## src/rtl/core/device_range_exclusion_bitmap_top_defines.svh

```systemverilog
// ----------------------------------------------------------------------------
// Assertion macros for the device range exclusion bitmap
// Shared concurrent assertion forms, clocked on aclk, off during reset.
// ----------------------------------------------------------------------------
`ifndef DEVICE_RANGE_EXCLUSION_BITMAP_TOP_DEFINES_SVH
`define DEVICE_RANGE_EXCLUSION_BITMAP_TOP_DEFINES_SVH

// same-cycle implication
`define DRB_ASSERT_IMP(lbl, ante, cons, msg) \
    lbl: assert property (@(posedge aclk) disable iff (!aresetn) (ante) |-> (cons)) \
        else $error(msg);

// next-cycle implication
`define DRB_ASSERT_NEXT(lbl, ante, cons, msg) \
    lbl: assert property (@(posedge aclk) disable iff (!aresetn) (ante) |=> (cons)) \
        else $error(msg);

`endif

```

## src/rtl/core/drb_pkg.sv

```systemverilog
// ----------------------------------------------------------------------------
// drb_pkg
// Opcodes and controller/datapath interface types.
// ----------------------------------------------------------------------------
package drb_pkg;

    localparam logic [2:0] OP_MARK      = 3'd0;
    localparam logic [2:0] OP_UNMARK    = 3'd1;
    localparam logic [2:0] OP_UNMARK_ALL = 3'd2;
    localparam logic [2:0] OP_TEST      = 3'd3;
    localparam logic [2:0] OP_NEXT_RUN  = 3'd4;

    localparam int DEVNO_W = 16;

    // controller -> datapath
    typedef struct packed {
        logic req_load;   // capture request, clear results
        logic addr_clr;   // word address to zero
        logic clear_wr;   // write zero word, advance
        logic mem_rd;     // read word at address
        logic mem_wr;     // range update write, advance
        logic test_cap;   // capture test bit
        logic srch_step;  // evaluate one search word
        logic out_load;   // load output register
    } drb_cmd_t;

    // datapath -> controller
    typedef struct packed {
        logic [2:0] op;
        logic       range_bad;
        logic       start_oob;
        logic       addr_top;
        logic       addr_at_last;
        logic       srch_again;  // run start found, recheck same word
        logic       srch_done;
        logic       out_busy;
    } drb_stat_t;

endpackage

```

## src/rtl/core/drb_ctrl.sv

```systemverilog
// ----------------------------------------------------------------------------
// drb_ctrl
// Request sequencer: clearing sweeps, range read-modify-write, test, search.
// ----------------------------------------------------------------------------
module drb_ctrl
    import drb_pkg::*;
(
    input  logic      aclk,
    input  logic      aresetn,
    input  logic      req_valid,
    output logic      req_ready,
    input  drb_stat_t st,
    output drb_cmd_t  cmd
);

    typedef enum logic [10:0] {
        ST_INIT    = 11'b000_0000_0001,
        ST_IDLE    = 11'b000_0000_0010,
        ST_DISP    = 11'b000_0000_0100,
        ST_CLEAR   = 11'b000_0000_1000,
        ST_RNG_RD  = 11'b000_0001_0000,
        ST_RNG_WR  = 11'b000_0010_0000,
        ST_TST_RD  = 11'b000_0100_0000,
        ST_TST_CHK = 11'b000_1000_0000,
        ST_SRC_RD  = 11'b001_0000_0000,
        ST_SRC_CHK = 11'b010_0000_0000,
        ST_OUT     = 11'b100_0000_0000
    } state_t;

    state_t state_reg, state_next;

    assign req_ready = (state_reg == ST_IDLE);

    always_comb begin
        state_next = state_reg;
        cmd        = '0;
        unique case (state_reg)
            ST_INIT: begin
                cmd.clear_wr = 1'b1;
                if (st.addr_top) state_next = ST_IDLE;
            end
            ST_IDLE: begin
                if (req_valid) begin
                    cmd.req_load = 1'b1;
                    state_next   = ST_DISP;
                end
            end
            ST_DISP: begin
                priority if (st.op == OP_MARK || st.op == OP_UNMARK) begin
                    state_next = st.range_bad ? ST_OUT : ST_RNG_RD;
                end else if (st.op == OP_UNMARK_ALL) begin
                    cmd.addr_clr = 1'b1;
                    state_next   = ST_CLEAR;
                end else if (st.op == OP_TEST) begin
                    state_next = ST_TST_RD;
                end else if (st.op == OP_NEXT_RUN) begin
                    state_next = st.start_oob ? ST_OUT : ST_SRC_RD;
                end else begin
                    state_next = ST_OUT;
                end
            end
            ST_CLEAR: begin
                cmd.clear_wr = 1'b1;
                if (st.addr_top) state_next = ST_OUT;
            end
            ST_RNG_RD: begin
                cmd.mem_rd = 1'b1;
                state_next = ST_RNG_WR;
            end
            ST_RNG_WR: begin
                cmd.mem_wr = 1'b1;
                state_next = st.addr_at_last ? ST_OUT : ST_RNG_RD;
            end
            ST_TST_RD: begin
                cmd.mem_rd = 1'b1;
                state_next = ST_TST_CHK;
            end
            ST_TST_CHK: begin
                cmd.test_cap = 1'b1;
                state_next   = ST_OUT;
            end
            ST_SRC_RD: begin
                cmd.mem_rd = 1'b1;
                state_next = ST_SRC_CHK;
            end
            ST_SRC_CHK: begin
                cmd.srch_step = 1'b1;
                priority if (st.srch_done) state_next = ST_OUT;
                else if (st.srch_again)    state_next = ST_SRC_CHK;
                else                       state_next = ST_SRC_RD;
            end
            ST_OUT: begin
                if (!st.out_busy) begin
                    cmd.out_load = 1'b1;
                    state_next   = ST_IDLE;
                end
            end
            default: state_next = ST_INIT;
        endcase
    end

    always_ff @(posedge aclk) begin
        if (!aresetn) begin
            state_reg <= ST_INIT;
        end else begin
            state_reg <= state_next;
        end
    end

endmodule

```

## config.mk

```make
export PLATFORM = sky130hd
export DESIGN_NAME = drb_ctrl
export DESIGN_NICKNAME = d
export VERILOG_FILES = /design/src/rtl/core/device_range_exclusion_bitmap_top_defines.svh /design/src/rtl/core/drb_pkg.sv /design/src/rtl/core/drb_ctrl.sv
export SDC_FILE = /design/constraint.sdc
export NUM_CORES = 1
export LEC_CHECK = 0
export ABC_AREA = 1
export BUFFER_PORTS_ARGS = -buffer_cell sky130_fd_sc_hd__buf_2
export CORE_UTILIZATION = 35
export CTS_BUF_LIST = sky130_fd_sc_hd__clkbuf_8
export DETAILED_ROUTE_END_ITERATION = 7
export HOLD_SLACK_MARGIN = 0.1
export SETUP_SLACK_MARGIN = 0.4
export SYNTH_ARGS = -nofsm -noshare
export SYNTH_HDL_FRONTEND = slang
export SYNTH_SLANG_ARGS = --single-unit
```

## constraint.sdc

```tcl
create_clock -name aclk -period 1.54 [get_ports aclk]
set_input_delay 0.154 -clock aclk [delete_from_list [all_inputs] [get_ports aclk]]
set_output_delay 0.154 -clock aclk [all_outputs]
set_load 0.02 [all_outputs]
```

# == Word-level counts from Yosys, hierarchy flattened ==
# Index checks and enable logic that the tools add are counted.
# word_totals
regBits,11
out_inout_bits,9
elab_cells,51
# classes
n_eq_ne,19
n_mux,26
n_reduce_logical,5
# op_table
cell,n
$mux 11,12
$pmux 11 s11,1
$mux 1,12
$eq 11x1->1 const B,1
$eq 11x10->1 const B,1
$eq 11x11->1 const B,1
$eq 11x2->1 const B,1
$eq 11x3->1 const B,1
$eq 11x4->1 const B,1
$eq 11x5->1 const B,1
$eq 11x6->1 const B,1
$eq 11x7->1 const B,1
$eq 11x8->1 const B,1
$eq 11x9->1 const B,1
$mux 10,1
$ne 2x2->1 const B,4
$eq 3x2->1 const B,2
$reduce_and 4->1,1
$eq 3x1->1 const B,1
$eq 3x3->1 const B,1
$logic_not 3->1,1
$reduce_or 3->1,1
$reduce_or 2->1,1
$logic_or 1x1->1,1

# == Logic depth before layout (Yosys ltp) ==
# Gate-level depths: netlist (run 1).
# depth
ltp_word,6
mapped_depth,11
mapped_depth_nobuf,11

# == Worst setup path after synthesis (run 1) ==
# No wires, ideal clock.
# synth_path
path_type,reg2reg
startpoint,reg state_reg[9]
endpoint,reg state_reg[3]
arrival_time_ps,1309
slack_ps,161
path_stages_with_launch,8
path_buffers,0
period_less_slack_ps,1379
path_cell_list,dfxtp_1 > nor2_2 > nand2_2 > nor2_4 > nand2_1 > nor3_2 > inv_1 > a21oi_1
# synth_via
elab_chain_len,3
elab_cells_between_ends,17
cone_classes,eq/ne: 15; mux: 1; reduce/logical: 1
# synth_rtl
item,line_no,source
"start, declared",drb_ctrl.sv:30,"state_t state_reg, state_next;"
"start signal, assigned",drb_ctrl.sv:106,state_reg <= state_next;
"$eq 11x1->1, or another cell as far along",drb_ctrl.sv:37,unique case (state_reg)
$ne 2x2->1 (no line),n/a,
$reduce_and 4->1 (no line),n/a,
# Parallel ways exist; a longest one is shown, timed or not.
# A chain may end at the register's enable or synchronous reset.

==> results of run 1 <==
repair_timing:
action / in CTS / in global routing
pin swaps: 15 / 18
setup buffers: 10 / 5
setup endpoints to repair: 18 / 19
hold endpoints to repair: 0 / 0
resized for setup: 59 / 37
cell type report:
class	count	area (µm²)	area share [%]
inverter	28	105	7.32
clock buffer	3	41.3	2.87
tap	27	33.8	2.35
multi-input combinational	90	712	49.6
clock inverter	1	3.75	0.261
timing repair buffer	36	308	21.4
sequential	11	233	16.2
worst paths after layout:
check	cells past startpoint	slack (ns)	from	end
max	7	-0.06	state_reg[9]$_SDFFE_PN0P_	cmd[5]
min	2	0.13	aresetn	state_reg[0]$_SDFFE_PN1P_
max reg2reg	11	-0.02	state_reg[9]$_SDFFE_PN0P_	state_reg[0]$_SDFFE_PN1P_
min reg2reg	2	0.53	state_reg[0]$_SDFFE_PN1P_	state_reg[0]$_SDFFE_PN1P_
cells in the final DEF, fill, tap and decap left out, types with 4 or more instances in the layout:
master and instances:
buf_2 12, buf_4 6, buf_6 18, dfxtp_1 5, dfxtp_2 4, inv_1 20, inv_2 9, nand2_1 14
nand2_2 11, nand2_4 10, nand3_1 4, nor2_1 12, nor2_2 4, nor2_4 11
report_power, final:
group | switching (mW) | internal [mW] | leakage [nW] | total [mW]
registers | 0.0290 | 0.306 | 0.0921 | 0.335
clock network | 0.122 | 0.176 | 0.0269 | 0.299
logic | 0.287 | 0.187 | 0.547 | 0.474
per-layer routing:
| metal | up-vias | part of all wire (%) |
|---|---|---|
| met5 | - | 0 |
| met4 | 0 | 2.7 |
| met3 | 7 | 4.3 |
| met2 | 32 | 53 |
| met1 | 448 | 40 |
| li1 | 474 | - |
logic make-up after synthesis:
logic type             synth area share [%]
AND/OR/NAND/NOR                        50.2
buffers and inverters                  13.7
AO/OA/AOI/OAI                          7.35
flip-flops                             28.8
stage by stage:
stage	setup WS, ns	hold WS [ns]	area, µm²
2_1_floorplan	0.232	0.223	783
3_3_place_gp	0.143	0.376	922
3_5_place_dp	0.127	0.377	922
4_1_cts	-0.00830	0.128	1250
5_1_grt	-0.145	0.148	1440
6_report	-0.0600	0.126	1440
critical path: stages, from the launching register on:
cell and delay (ns):
dfxtp_4 0.35, nor2_4 0.12, nand2_4 0.08, nor2_4 0.24, buf_6 0.14, nand2_4 0.05, nand2_4 0.08, buf_6 0.12
==> impl_metrics.csv, run 1 <==
group,metric,value,unit
clocking,clk_latency,0.25,ns
logic_synthesis,async_reset_ff_share,0,%
worst_setup_path,critPathRequiredTime,1.39,ns
logic_synthesis,ys_warn_count,0,
logic_synthesis,synth_edf_count,0,
clocking,postCtsHoldBufs,0,
clocking,cts_tree,"built",
detailed_routing,firstDrtPassIters,4,
logic_synthesis,ys_ff_latch,11,
timing,tightest_slew,0.417,ns
detailed_routing,drt-total-wl,2.48,mm
detailed_routing,drc_errors,0,
logic_synthesis,synthTopCellsByArea,"dfxtp_1, nand2_1, inv_1",
power_and_ir_drop,finalPower,1.11,mW
worst_setup_path,arrival,1.45,ns
logic_synthesis,seq_area_frac_synth,28.8,%
detailed_routing,drt-initial-drc-count,7,
worst_setup_path,critPathLaunchType,"flip-flop",
timing,setup_ws,-0.0600,ns
grt,grt_usage,20.4,%
grt,antenna_found_initial,0,
logic_synthesis,yosysTopAreaCellShare,28.8,%
worst_setup_path,crit_path_max_fanout,5,
clocking,cts.root.buffer_cell,"clkbuf_8",
logic_synthesis,synth_cell_types,16,
placement,dp_hpwl,1.50,mm
die,coreArea,2000,µm²
power_and_ir_drop,power_leakage,0.666,nW
power_and_ir_drop,ir_drop,0.000810,V
layout,drive_gt1_share,63.9,%
grt,use_met2,34.3,%
clocking,htree_levels,1,
worst_hold_path,hold_class,"in2reg",
worst_setup_path,critPathKind,"reg2out",
die,die_y,48.8,µm
logic_synthesis,avgSynthCellArea,5.94,µm²
clocking,cts_buffers,3,
power_and_ir_drop,p_per_area,771,nW/µm²
detailed_routing,viasPerCell,4.90,
timing,slew_headroom,72.1,%
timing,fin_crit,1.60,ns
grt,grtUsageMet3,3.74,%
status,status,"finished with violations",
grt,first_global_vias,858,
logic_synthesis,yosys.area.top_type,"dfxtp_1",
status,failed_checks,"setup timing",
layout,area_growth,87.6,%
layout,n_antenna_cell,0,
timing,rsz0062_at_grt,"yes",
clocking,cts_buffer_depth,2,
grt,grt_pass1_wl,3.64,mm
detailed_routing,route.detailed.wl_per_inst,12.7,µm
grt,grt_overflow_total,0,
die,die-width,48.8,µm
die,floorplan.io_pins,22,
layout,fillers,166,
logic_synthesis,synth_common_cells,"nand2_1, inv_1, nor2_1",
placement,dp_cells,177,
logic_synthesis,synth_most_common_cell,"nand2_1",
placement,portBuffers,21,
layout,finalNetCount,183,
grt,top_usage_layer,"met2",
timing,setup_viol,5,
timing,fin_setup_tns,-0.154,ns
layout,final_core_util,71.8,%
logic_synthesis,syn_area,766,µm²
run,cap_violations,0,
placement,place_congestion,0.829,
grt,grt_use_met1,24.1,%
timing,final_max_slew_viol_count,0,
clocking,path_clk_slew,0.05,ns
layout,fin_cells,196,
layout,largest_reg_flops,11,
worst_setup_path,worstSetupEndpointType,"output port",
logic_synthesis,syn_nets,142,
die,dieArea,2380,µm²
timing,final.setup_skew,0.00124,ns
detailed_routing,ant_nets,0,
die,num_rows,16,
die,start_util,38.2,%
timing,post-route-period-util,104,%
grt,grt_max_degree,9,
logic_synthesis,synth_ff_type,"dfxtp_1",
clocking,cts_sinks,11,
timing,finalHoldViolations,0,
logic_synthesis,netlist_instances,129,
timing,max_freq,625,MHz
detailed_routing,vias,961,
Note: power is estimated with default switching activity, not from simulation.
==> run 2: changes to the inputs <==
--- a/config.mk
+++ b/config.mk
@@ -7,8 +7,9 @@
 export LEC_CHECK = 0
 export ABC_AREA = 1
 export BUFFER_PORTS_ARGS = -buffer_cell sky130_fd_sc_hd__buf_2
+export CORE_MARGIN = 3
 export CORE_UTILIZATION = 35
-export CTS_BUF_LIST = sky130_fd_sc_hd__clkbuf_8
+export CTS_BUF_LIST = sky130_fd_sc_hd__clkbuf_4 sky130_fd_sc_hd__clkbuf_8 sky130_fd_sc_hd__clkbuf_16
 export DETAILED_ROUTE_END_ITERATION = 7
 export HOLD_SLACK_MARGIN = 0.1
 export SETUP_SLACK_MARGIN = 0.4
==> run 2 against run 1 <==
Against the previous run: combinational power hardly changed; highest routed layer unchanged; the flow still finishes with violations (setup timing); global-route usage decreased by 3.0 points; die area up 17%; clock skew increased by 0.0087 ns.
==> impl_metrics.csv, run 2 (synthesis gave the netlist of run 1 again) <==
group,metric,value,unit
layout,area_growth,65.5,%
placement,place_congestion,0.799,
worst_setup_path,arrival,1.44,ns
worst_hold_path,hold_class,"in2reg",
timing,slew_headroom,76.7,%
power_and_ir_drop,power_leakage,0.634,nW
worst_setup_path,worstSetupEndpointType,"output port",
layout,mostFrequentLayoutCell,"inv_1",
grt,grt_usage,17.4,%
timing,final.setup_skew,0.00995,ns
layout,final_cell_mix,"inv_1, nand2_1, buf_2, buf_4, nor2_1",
detailed_routing,drt-total-wl,2.25,mm
worst_setup_path,r2r-end,"state_reg[0]$_SDFFE_PN1P_",
worst_hold_path,hold_path_end,"state_reg[0]$_SDFFE_PN1P_",
timing,post-route-period-util,104,%
worst_setup_path,crit_chain,"nor2_2, nand2_2, nor2_4, inv_2, nor2_2, nor2_1, inv_2, buf_4",
grt,grt_max_degree,9,
die,start_util,37.9,%
layout,final_core_util,62.7,%
placement,portBuffers,21,
grt,grt_overflow_total,0,
detailed_routing,route.detailed.wl_per_inst,11.6,µm
grt,antenna_found_initial,0,
worst_setup_path,crit_slowest_cell,"dfxtp_2",
die,coreArea,2020,µm²
clocking,cts_buffers,3,
timing,fin_crit,1.60,ns
clocking,clk_latency,0.28,ns
status,failed_checks,"setup timing",
placement,dp_cells,177,
layout,largest_reg_flops,11,
timing,setup_ws,-0.0589,ns
detailed_routing,firstDrtPassIters,3,
grt,grt_pass1_wl,3.48,mm
status,status,"finished with violations",
detailed_routing,drc_errors,0,
grt,top_usage_layer,"met2",
clocking,path_clk_slew,0.07,ns
detailed_routing,drt-initial-drc-count,4,
grt,first_global_vias,862,
timing,max_freq,625,MHz
detailed_routing,vias,921,
timing,setup_viol,7,
clocking,cts_sinks,11,
grt,grtUsageMet3,5.98,%
timing,fin_setup_tns,-0.268,ns
clocking,postCtsHoldBufs,0,
clocking,cts.root.buffer_cell,"clkbuf_4",
run,cap_violations,0,
timing,final_max_slew_viol_count,0,
worst_setup_path,reg2reg_from,"state_reg[8]$_SDFFE_PN0P_",
worst_setup_path,critPathRequiredTime,1.39,ns
placement,dp_hpwl,1.53,mm
layout,drive_gt1_share,53.9,%
layout,regArea,229,µm²
grt,use_met2,32.9,%
die,num_rows,16,
timing,rsz0062_at_grt,"yes",
die,dieArea,2790,µm²
clocking,cts_tree,"built",
layout,multi_input_comb_area,627,µm²
worst_setup_path,crit_path_max_fanout,5,
timing,tightest_slew,0.348,ns
worst_setup_path,rrSetupSlack,0.01,ns
die,die_y,52.8,µm
worst_hold_path,min_path_cells,2,
clocking,htree_levels,1,
worst_setup_path,critPathLaunchType,"flip-flop",
worst_setup_path,critPathMaxStageDelay,0.35,ns
worst_hold_path,hp-start,"aresetn",
worst_setup_path,critPathKind,"reg2out",
power_and_ir_drop,ir_drop,0.000761,V
clocking,cts_buffer_depth,2,
worst_setup_path,worstRegToRegCells,11,
power_and_ir_drop,finalPower,1.02,mW
timing,hold_ws,0.118,ns
timing,finalHoldViolations,0,
detailed_routing,ant_nets,0,
layout,n_antenna_cell,0,
die,die-width,52.8,µm
grt,grt_use_met1,17.9,%
power_and_ir_drop,p_per_area,804,nW/µm²
layout,fillers,190,
detailed_routing,viasPerCell,4.75,
layout,finalNetCount,181,
layout,fin_cells,194,
die,floorplan.io_pins,22,
-- run 2: cell types whose count changed in the layout (fill, tap and decap cells not counted), moves of 3 or more --
| cell | previous run | this run |
|---|---|---|
| nand2_4 | 10 | 7 |
| nor2_4 | 11 | 8 |
| clkbuf_4 | 0 | 4 |
| clkbuf_8 | 3 | 0 |
| inv_1 | 20 | 24 |
| nand2_1 | 14 | 19 |
| inv_2 | 9 | 4 |
| buf_4 | 6 | 14 |
| buf_6 | 18 | 6 |
-- run 2: through the flow --
| stage | instance area (µm²) | setup slack (ns) |
|---|---|---|
| 4_1_cts | 1110 | -0.0504 |
| 3_3_place_gp | 922 | 0.145 |
| 3_5_place_dp | 922 | 0.135 |
| 6_report | 1270 | -0.0589 |
| 2_1_floorplan | 783 | 0.232 |
| 5_1_grt | 1270 | -0.156 |
-- run 2: metal layers --
| layer | vias up | part of all wire, % |
|---|---|---|
| met1 | 428 | 39 |
| met4 | 0 | 0.44 |
| met5 | - | 0 |
| met3 | 2 | 4.9 |
| li1 | 474 | - |
| met2 | 17 | 56 |
-- run 2: repair_timing --
action                                  CTS  global route
pin swaps                                 6            10
gates resized for setup                  31            25
endpoints found under the setup margin   18            18
setup buffers                             6             7
-- run 2: critical path: cells and delay by family, from the launching register on --
family / cells / cell delay (ns)
flip-flops: 1 / 0.35
AND/OR/NAND/NOR: 5 / 0.59
buffers and inverters: 3 / 0.24
-- run 2: worst max-delay path by stage --
stage / from / endpoint / slack, ns / cells past startpoint
4_1_cts: state_reg[6]$_SDFFE_PN0P_ / cmd[7] / -0.05 / 6
3_5_place_dp: state_reg[6]$_SDFFE_PN0P_ / state_reg[0]$_SDFFE_PN1P_ / 0.14 / 10
6_report: state_reg[0]$_SDFFE_PN1P_ / cmd[4] / -0.06 / 8
5_1_grt: state_reg[0]$_SDFFE_PN1P_ / cmd[4] / -0.16 / 8
3_3_place_gp: state_reg[6]$_SDFFE_PN0P_ / state_reg[0]$_SDFFE_PN1P_ / 0.14 / 10
2_1_floorplan: state_reg[9]$_SDFFE_PN0P_ / state_reg[3]$_SDFFE_PN0P_ / 0.23 / 7
-- run 2: final cells by class --
| cell class | instances | area share [%] |
|---|---|---|
| flip-flops and latches | 11 | 18.1 |
| multi-input cells | 90 | 49.5 |
| inverters | 28 | 8.29 |
| well taps | 27 | 2.67 |
| repair buffers | 34 | 19.2 |
| clock buffers | 4 | 2.37 |
-- run 2: power breakdown --
group / internal, mW / switching, mW
clock network: 0.118 / 0.105
registers: 0.302 / 0.0185
logic: 0.208 / 0.268
total: 0.628 / 0.391
